### src/hdl/urxf_pkg.sv
// ----------------------------------------------------------------------------
// urxf_pkg
// shared types and constants for the serial receive fifo with rts control
// ----------------------------------------------------------------------------
package urxf_pkg;

    // transaction codes on the input channel
    localparam logic [1:0] MODE_PUSH = 2'd0;
    localparam logic [1:0] MODE_POP  = 2'd1;
    localparam logic [1:0] MODE_POLL = 2'd2;

    // configuration register indexes
    localparam int         CFG_IDX_W        = 2;
    localparam logic [1:0] REG_PAUSE_LEVEL  = 2'd0;
    localparam logic [1:0] REG_RESUME_LEVEL = 2'd1;

    localparam int         LEVEL_W      = 9;
    localparam logic [8:0] PAUSE_RESET  = 9'd64;
    localparam logic [8:0] RESUME_RESET = 9'd128;

    typedef struct packed {
        logic [1:0] mode;
        logic [7:0] rx_byte;
    } in_item_t;

    typedef struct packed {
        logic [7:0] read_byte;
        logic       byte_valid;
        logic       data_available;
        logic       rts_out;
        logic       overflow;
        logic [8:0] free_space;
    } out_item_t;

    typedef enum logic [0:0] {
        ST_IDLE,
        ST_READ
    } state_t;

endpackage

### src/hdl/uart_rx_fifo_rts_flow_control_core.sv
// ----------------------------------------------------------------------------
// uart_rx_fifo_rts_flow_control_core
// receive fifo with automatic rts hysteresis, push / pop / status transactions
// ----------------------------------------------------------------------------
// Each input transaction is a byte push, a pop or a status poll and yields
// exactly one result transaction. A push, a poll, a pop from an empty fifo
// and a dropped push load the result register directly; a pop that returns
// a byte is held in the pending register for the registered memory read and
// the input stalls in the read state. The output holds one result; a new
// transaction is taken in the same cycle the held result is taken, and the
// input stalls while that result is stalled. Pointers, free count and rts
// level update when the transaction is taken; rts rises when a push leaves
// free space below pause_level and falls when a pop leaves it above
// resume_level. A push into a full fifo is dropped and flagged. free_space
// reports the low 9 bits.
module uart_rx_fifo_rts_flow_control_core #(
    parameter int FIFO_DEPTH = 256
) (
    input  logic                                clk,
    input  logic                                rst_n,
    input  logic                                in_valid,
    output logic                                in_stall,
    input  urxf_pkg::in_item_t                  in_data,
    output logic                                out_valid,
    input  logic                                out_stall,
    output urxf_pkg::out_item_t                 out_data,
    input  logic                                cfg_we,
    input  logic [urxf_pkg::CFG_IDX_W-1:0]      cfg_index,
    input  logic [urxf_pkg::LEVEL_W-1:0]        cfg_data
);

    localparam int PTR_W = $clog2(FIFO_DEPTH);
    localparam int CNT_W = $clog2(FIFO_DEPTH + 1);
    localparam int CMP_W = (CNT_W > urxf_pkg::LEVEL_W) ? CNT_W : urxf_pkg::LEVEL_W;
    localparam logic [PTR_W-1:0] PTR_LAST = PTR_W'(FIFO_DEPTH - 1);
    localparam logic [CNT_W-1:0] CNT_FULL = CNT_W'(FIFO_DEPTH);

    logic [7:0] mem [FIFO_DEPTH];
    logic [7:0] mem_q_reg;

    urxf_pkg::state_t state_reg, state_next;

    logic [PTR_W-1:0] wptr_reg, wptr_next;
    logic [PTR_W-1:0] rptr_reg, rptr_next;
    logic [CNT_W-1:0] space_reg, space_next;
    logic             rts_reg, rts_next;
    logic [urxf_pkg::LEVEL_W-1:0] pause_reg;
    logic [urxf_pkg::LEVEL_W-1:0] resume_reg;

    urxf_pkg::out_item_t out_reg, out_next;
    urxf_pkg::out_item_t pend_reg, pend_next;
    urxf_pkg::out_item_t result;
    logic                out_valid_reg, out_valid_next;

    logic accept;
    logic is_push, is_pop;
    logic push_ok, pop_hit, push_drop;
    logic mem_we, mem_re;
    logic [CMP_W-1:0] space_after_ext;

    assign accept  = in_valid && !in_stall;
    assign is_push = (in_data.mode == urxf_pkg::MODE_PUSH);
    assign is_pop  = (in_data.mode == urxf_pkg::MODE_POP);

    assign push_ok   = is_push && (space_reg != '0);
    assign push_drop = is_push && (space_reg == '0);
    assign pop_hit   = is_pop && (space_reg != CNT_FULL);
    assign mem_we    = accept && push_ok;
    assign mem_re    = accept && pop_hit;

    // byte store, one write and one registered read per cycle
    always_ff @(posedge clk)
    begin
        if (mem_we)
        begin
            mem[wptr_reg] <= in_data.rx_byte;
        end
        if (mem_re)
        begin
            mem_q_reg <= mem[rptr_reg];
        end
    end

    // pointer, count and rts update for the current transaction
    always_comb
    begin
        wptr_next  = wptr_reg;
        rptr_next  = rptr_reg;
        space_next = space_reg;
        rts_next   = rts_reg;
        if (push_ok)
        begin
            wptr_next  = (wptr_reg == PTR_LAST) ? '0 : wptr_reg + PTR_W'(1);
            space_next = space_reg - CNT_W'(1);
        end
        else if (pop_hit)
        begin
            rptr_next  = (rptr_reg == PTR_LAST) ? '0 : rptr_reg + PTR_W'(1);
            space_next = space_reg + CNT_W'(1);
        end
        space_after_ext = CMP_W'(space_next);
        if (push_ok && !rts_reg && (space_after_ext < CMP_W'(pause_reg)))
        begin
            rts_next = 1'b1;
        end
        else if (pop_hit && rts_reg && (space_after_ext > CMP_W'(resume_reg)))
        begin
            rts_next = 1'b0;
        end
    end

    always_comb
    begin
        result.read_byte      = '0;
        result.byte_valid     = pop_hit;
        result.data_available = (space_next != CNT_FULL);
        result.rts_out        = rts_next;
        result.overflow       = push_drop;
        result.free_space     = space_after_ext[urxf_pkg::LEVEL_W-1:0];
    end

    // next state
    always_comb
    begin
        state_next = state_reg;
        case (state_reg)
            urxf_pkg::ST_IDLE:
            begin
                if (accept && pop_hit)
                begin
                    state_next = urxf_pkg::ST_READ;
                end
            end
            urxf_pkg::ST_READ:
            begin
                state_next = urxf_pkg::ST_IDLE;
            end
            default:
            begin
                state_next = urxf_pkg::ST_IDLE;
            end
        endcase
    end

    // outputs and result register loading
    always_comb
    begin
        in_stall       = 1'b0;
        out_next       = out_reg;
        pend_next      = pend_reg;
        out_valid_next = out_valid_reg && out_stall;
        case (state_reg)
            urxf_pkg::ST_IDLE:
            begin
                in_stall = out_valid_reg && out_stall;
                if (accept)
                begin
                    if (pop_hit)
                    begin
                        pend_next = result;
                    end
                    else
                    begin
                        out_next       = result;
                        out_valid_next = 1'b1;
                    end
                end
            end
            urxf_pkg::ST_READ:
            begin
                in_stall           = 1'b1;
                out_next           = pend_reg;
                out_next.read_byte = mem_q_reg;
                out_valid_next     = 1'b1;
            end
            default:
            begin
                in_stall = 1'b1;
            end
        endcase
    end

    always_ff @(posedge clk or negedge rst_n)
    begin
        if (!rst_n)
        begin
            state_reg     <= urxf_pkg::ST_IDLE;
            wptr_reg      <= '0;
            rptr_reg      <= '0;
            space_reg     <= CNT_FULL;
            rts_reg       <= 1'b0;
            out_valid_reg <= 1'b0;
            pause_reg     <= urxf_pkg::PAUSE_RESET;
            resume_reg    <= urxf_pkg::RESUME_RESET;
        end
        else
        begin
            state_reg     <= state_next;
            out_valid_reg <= out_valid_next;
            if (accept)
            begin
                wptr_reg  <= wptr_next;
                rptr_reg  <= rptr_next;
                space_reg <= space_next;
                rts_reg   <= rts_next;
            end
            if (cfg_we)
            begin
                case (cfg_index)
                    urxf_pkg::REG_PAUSE_LEVEL:  pause_reg  <= cfg_data;
                    urxf_pkg::REG_RESUME_LEVEL: resume_reg <= cfg_data;
                    default:
                    begin
                    end
                endcase
            end
        end
    end

    always_ff @(posedge clk)
    begin
        out_reg  <= out_next;
        pend_reg <= pend_next;
    end

    assign out_valid = out_valid_reg;
    assign out_data  = out_reg;

endmodule

### config.mk
export PLATFORM = sky130hd
export DESIGN_NAME = uart_rx_fifo_rts_flow_control_core
export DESIGN_NICKNAME = d
export VERILOG_FILES = /design/src/hdl/urxf_pkg.sv /design/src/hdl/uart_rx_fifo_rts_flow_control_core.sv
export SDC_FILE = /design/constraint.sdc
export NUM_CORES = 2
export LEC_CHECK = 0
export ABC_AREA = 1
export BUFFER_PORTS_ARGS = -buffer_cell sky130_fd_sc_hd__clkbuf_2
export CORE_MARGIN = 1.5
export CORE_UTILIZATION = 65
export CTS_CLUSTER_DIAMETER = 60
export DETAILED_ROUTE_END_ITERATION = 8
export PLACE_DENSITY = 0.81
export SETUP_SLACK_MARGIN = 0.5
export SYNTH_ARGS = -nofsm -noshare
export SYNTH_HDL_FRONTEND = slang
export SYNTH_SLANG_ARGS = --single-unit
### constraint.sdc
create_clock -name clk -period 5.9 [get_ports clk]
set_clock_uncertainty 0.05 [all_clocks]
set_input_delay 0.295 -clock clk [delete_from_list [all_inputs] [get_ports clk]]
set_output_delay 0.295 -clock clk [all_outputs]
set_load 0.005 [all_outputs]
* After elaboration in Yosys (flattened, before gate mapping)
Memory sizes are Yosys's and may differ from the RTL's. A register that Yosys moved wholly into a read port is not among the register bits.
Index checks and enable logic that the tools add are counted.
** Word-level totals
- Flip-flop bits (word level) :: 79
- RAM bits :: 2048
- Input bits :: 26
- Output and inout port bits :: 23
- Memories kept :: 1
** Memory list
- mem :: words 256, width 8, rd ports 1, clocked after Yosys merged registers in 1, wr ports 1, RTL line uart_rx_fifo_rts_flow_control_core.sv:38 : logic [7:0] mem [FIFO_DEPTH];
** Operators by class
- Add/sub/neg operators :: 4
- Magnitude comparators :: 2
- Equality and inequality tests :: 8
- Muxes and demuxes :: 17
- Bitwise logic cells :: 2
- Reduce and logical (&&, ||, !) cells :: 23
** Operator list (number)
- two-way mux 21 bit :: 2
- case mux 21 bit (2 select lines) :: 1
- two-way mux 9 bit :: 2
- != test 9 bit (second input constant) :: 2
- adder 8 x 1 -> 8 bit (second input constant) :: 2
- equality test 8 bit (second input constant) :: 2
- two-way mux 8 bit :: 2
- logical AND 1 bit :: 11
- adder 9 x 1 -> 9 bit (second input constant) :: 1
- greater-than comparator 9 bit :: 1
- zero test 9 bit :: 1
- < comparator 9 bit :: 1
- nonzero test 9 bit :: 1
- subtractor 9 x 1 -> 9 bit (second input constant) :: 1
- AND reduction 2 bit :: 4
- two-way mux 1 bit :: 7
- case mux 1 bit (2 select lines) :: 3
- AND reduction 3 bit :: 2
- equality test 2 x 1 -> 1 bit (second input constant) :: 2
- zero test 2 bit :: 2
- != test 2 bit (second input constant) :: 2
- zero test 1 bit :: 2
- inverter 1 bit :: 2

* Longest topological paths before layout
- Depth after elaboration :: 11
- Mapped depth :: 23
- Mapped depth without buffers :: 22

* Least setup slack after synthesis
Ideal clock, no wire load.
- Kind :: reg2reg
- Start point :: register space_reg[0]
- End point :: register out_reg, in the netlist out_data[10] (data pin)
- Library setup time :: 252 ps
- Data arrival time :: 2574 ps
- Required time :: 5598 ps
- Path slack :: 3023 ps
- Stages on the path, launching flop included :: 23
- Path buffers :: 1
- Period minus slack after synthesis :: 2877 ps
- Path through :: dfrtp_1 -> inv_1 -> ha_1 -> inv_1 -> nor2_2 -> nand3_2 -> nand2_4 -> buf_8 -> nand2_1 -> nand2_1 -> nand2_1 -> nand2_1 -> inv_1 -> ha_1 -> nand2_1 -> nor2_1 -> nand2_1 -> o21ai_0 -> nand2_1 -> o21ai_0 -> nand2_1 -> nand2_1 -> nand2_1
** RTL lines
- from (decl) :: RTL line uart_rx_fifo_rts_flow_control_core.sv:45 : logic [CNT_W-1:0] space_reg, space_next;
- from (signal assigned) :: RTL line uart_rx_fifo_rts_flow_control_core.sv:204 : space_reg <= space_next;
- to (signal assigned) :: RTL line uart_rx_fifo_rts_flow_control_core.sv:222 : out_reg <= out_next;
- to (decl) :: RTL line uart_rx_fifo_rts_flow_control_core.sv:50 : urxf_pkg::out_item_t out_reg, out_next;

* Final worst setup path
- Start point :: register state_reg
- End point :: memory mem[112][5] (enable)
** On the way
- Cells in the longest elaborated chain, start to end :: 7
** Ends and longest elaborated chain
- from (decl) :: RTL line uart_rx_fifo_rts_flow_control_core.sv:41 : urxf_pkg::state_t state_reg, state_next;
- from (signal assigned) :: RTL line uart_rx_fifo_rts_flow_control_core.sv:187 : state_reg <= urxf_pkg::ST_IDLE;
- from (signal assigned) :: RTL line uart_rx_fifo_rts_flow_control_core.sv:198 : state_reg <= state_next;
- inverter 1 bit (no source line)
- case mux 1 bit (2 select lines) * :: RTL line uart_rx_fifo_rts_flow_control_core.sv:152 : case (state_reg)
- zero test 1 bit * :: RTL line uart_rx_fifo_rts_flow_control_core.sv:61 : assign accept = in_valid && !in_stall;
- logical AND 1 bit * :: RTL line uart_rx_fifo_rts_flow_control_core.sv:61
- logical AND 1 bit * :: RTL line uart_rx_fifo_rts_flow_control_core.sv:68 : assign mem_we = accept && push_ok;
- two-way mux 1 bit * :: RTL line uart_rx_fifo_rts_flow_control_core.sv:74 : if (mem_we)
- two-way mux 1 bit (not written as such) * :: RTL line uart_rx_fifo_rts_flow_control_core.sv:76 : mem[wptr_reg] <= in_data.rx_byte;
- to (decl) :: RTL line uart_rx_fifo_rts_flow_control_core.sv:38
Every way passes the cells marked *; elsewhere a longest branch is shown, timed or not.

==> results_dict.tcl <==
set metrics [dict create \
    synth_top_area_share_pct 69.2 \
    syn_area_um2 90600 \
    nFillCells 8972 \
    synthArstFlopShare_pct 2.15 \
    p_comb_share_pct 31.0 \
    synthesis.instances 8449 \
    largest_reg_flops 2048 \
    min_period_over_period_pct 78.5 \
    drt_wl_total_mm 239 \
    synth_area_leader_cell "edfxtp_1" \
    ys_types 40 \
    via_count 63000 \
    tightest_slew_ns 1.30 \
    drv_slew 0 \
    fin_area_um2 98600 \
    place_area_um2 91800 \
    cts-root-buf "clkbuf_16" \
    setup_tns_ns 0 \
    first_global_vias 60500 \
    path_clk_slew_ns 0.06 \
    cts_resized 0 \
    synth.area.top_cells "edfxtp_1, nand2_1, nor2_1, nand3_1, o21ai_0" \
    synth_flop_cell "edfxtp_1" \
    portBuffers 48 \
    grtUsageTotal_pct 33.7 \
    period_needed_ns 4.63 \
    area_growth_pct 8.74 \
    drive_above_1_share_pct 5.50 \
    maxSlewHeadroom_pct 13.5 \
    clock_power_share_pct 29.8 \
    startpoint_type "register" \
    syn_avg_cell_area_um2 10.7 \
    fp.dieArea_um2 142000 \
    dr.pass1.iters 7 \
    grt_pass1_wl_mm 356 \
    worstPathRequired_ns 6.30 \
    p_per_area_nw_per_um2 442 \
    status "completed" \
    die_width_um 376 \
    drcViolationCount 0 \
    grt_max_degree 266 \
    wl_per_cell_um 23.1 \
    fin_nets 8379 \
    rsz0062_at_grt "false" \
    grt_antenna_before_repair 9 \
    cts_tree "yes" \
    fmax_mhz 216 \
    synth_most_common_cell "nand2_1" \
    max_stage_delay_ns 0.73 \
    cp_cell_sequence "inv_1 -> nand3_2 -> nor2_4 -> inv_2 -> nor2_4 -> nand2_1 -> buf_4 -> nor2_1" \
    worstPathArrival_ns 5.03 \
    cp_max_fo 31 \
    drtIter0Drc 10000 \
    htree_levels 4 \
    p_int_mw 27.7 \
    p_leak_nw 37.5 \
    die-height_um 376 \
    yosys_warnings 0 \
    core_area_um2 138000 \
    fp-row-count 136 \
    slowest_stage "dfrtp_1" \
    finalSetupViolCount 0 \
    seq_power_share_pct 39.2 \
    cts_hold_buf 21 \
    final_hold_viol_count 0 \
    synth_common_cells "nand2_1, edfxtp_1, nor2_1" \
    tritoncts_num_sinks 2135 \
    initial_utilization_pct 65.7 \
    switching_share_pct 36.4 \
    dp_hpwl_mm 134 \
    hp-class "in2reg" \
    p_switching_mw 15.8 \
    postCtsSetupRepairBufs 0 \
    postSynthRegisterBits 2135 \
    crit_top_cell "nor2_4" \
    critical_path_class "reg2reg" \
    place_congestion 0.929 \
    final_util_pct 71.4 \
    ir_drop_mv 0.564 \
    numCtsBuffers 203 \
    clock_latency_ns 0.86 \
    viasPerCell 6.08 \
    worstSetupEndpointType "register" \
    cts_buffer_depth 3 \
    syn_nets 8500 \
    grt.overflow.total 0 \
    synth_seq_area_share_pct 70.5 \
    cap_violations 0 \
    synth_edf_count 2089 \
    drtAntennaViolNets 0 \
    io_pins 49 \
]
==> placed cells by master, fill, tap and decap left out, types with 5 or more instances in the layout <==
cell type and instances:
buf_4 59, ha_1 25, nand3_1 721, buf_8 8
nor3_1 5, inv_2 6, nand2_1 2381, clkbuf_2 40
o21ai_1 47, dlygate4sd3_1 21, o22ai_1 6, a21oi_1 98
clkbuf_16 207, or2_2 17, o21ai_0 523, nor2_1 1230
o211ai_1 58, buf_12 19, bufinv_16 21, edfxtp_1 2089
clkinv_1 40, clkinvlp_4 9, clkinv_2 35, inv_1 664
nor2_4 5, nand2_2 10, dfrtp_1 40, clkbuf_1 55
xor2_1 13
==> metal layers <==
metal / GRT usage (%) / part of all wire (%) / wire length [um] / up-vias
li1: - / - / - / 27900
met1: 45.3 / 36 / 86400 / 29700
met2: 52.2 / 46 / 110000 / 4535
met3: 7.55 / 13 / 30200 / 800
met4: 17.1 / 5.3 / 12600 / 14
met5: 0 / 0.043 / 103 / -
==> area by class of cell <==
cell class | count | area, um^2 | area share, %
tap | 1863 | 2330 | 2.37
antenna | 4 | 10.0 | 0.0102
multi-input combinational | 5161 | 21800 | 22.2
clock buffer | 265 | 5430 | 5.51
inverter | 680 | 2580 | 2.62
clock inverter | 108 | 1120 | 1.14
sequential | 2135 | 63900 | 64.8
timing repair buffer | 147 | 1350 | 1.37
==> logic make-up after synthesis <==
logic type	count (synthesis)	synth area share (%)
compound gates	736	4.24
xor+xnor	15	0.145
flops	2135	70.5
fa+ha+maj	25	0.345
simple gates	4385	19.3
buf+inv	1153	5.45
==> critical path, delay by kind of cell, from the launching register on <==
kind                   cells  cell delay [ns]
and+or+nand+nor            5             2.35
DFF                        1             0.73
buffers and inverters      3             1.08
==> power groups by stage <==
| stage | logic (mW) | registers, mW | clock network, mW |
|---|---|---|---|
| 6_report | 13.5 | 17.1 | 13.0 |
| 5_1_grt | 14.5 | 17.1 | 13.5 |
| 4_1_cts | 13.0 | 17.1 | 13.0 |
| 3_5_place_dp | 12.9 | 17.4 | 0 |
| 3_3_place_gp | 12.6 | 17.4 | 0 |
| 2_1_floorplan | 8.91 | 17.2 | 0 |
==> final timing paths <==
path / startpoint / endpoint / slack, ns / depth (start not counted)
max: state_reg / mem[112][5] / 1.27 / 8
min: in_data[1] / mem[221][1] / 0.02 / 1
max reg2reg: state_reg / mem[112][5] / 1.27 / 8
min reg2reg: resume_reg[0] / resume_reg[0] / 0.44 / 2
max in group asynchronous: rst_n / rptr_reg[0] / 5.13 / 3
min in group asynchronous: rst_n / state_reg / 0.09 / 3
==> through the flow <==
stage	hold slack, ns	power, mW	setup slack (ns)	std cells
after CTS	0.0163	43.1	1.38	10400
after global routing	0.0319	45.1	1.10	10400
after floorplan	-0.0506	26.1	3.02	8449
after detailed placement	0.425	30.3	1.41	9965
after global placement	0.412	30.0	1.58	9965
final	0.0203	43.5	1.27	10400
(Power assumes the default switching activity.)
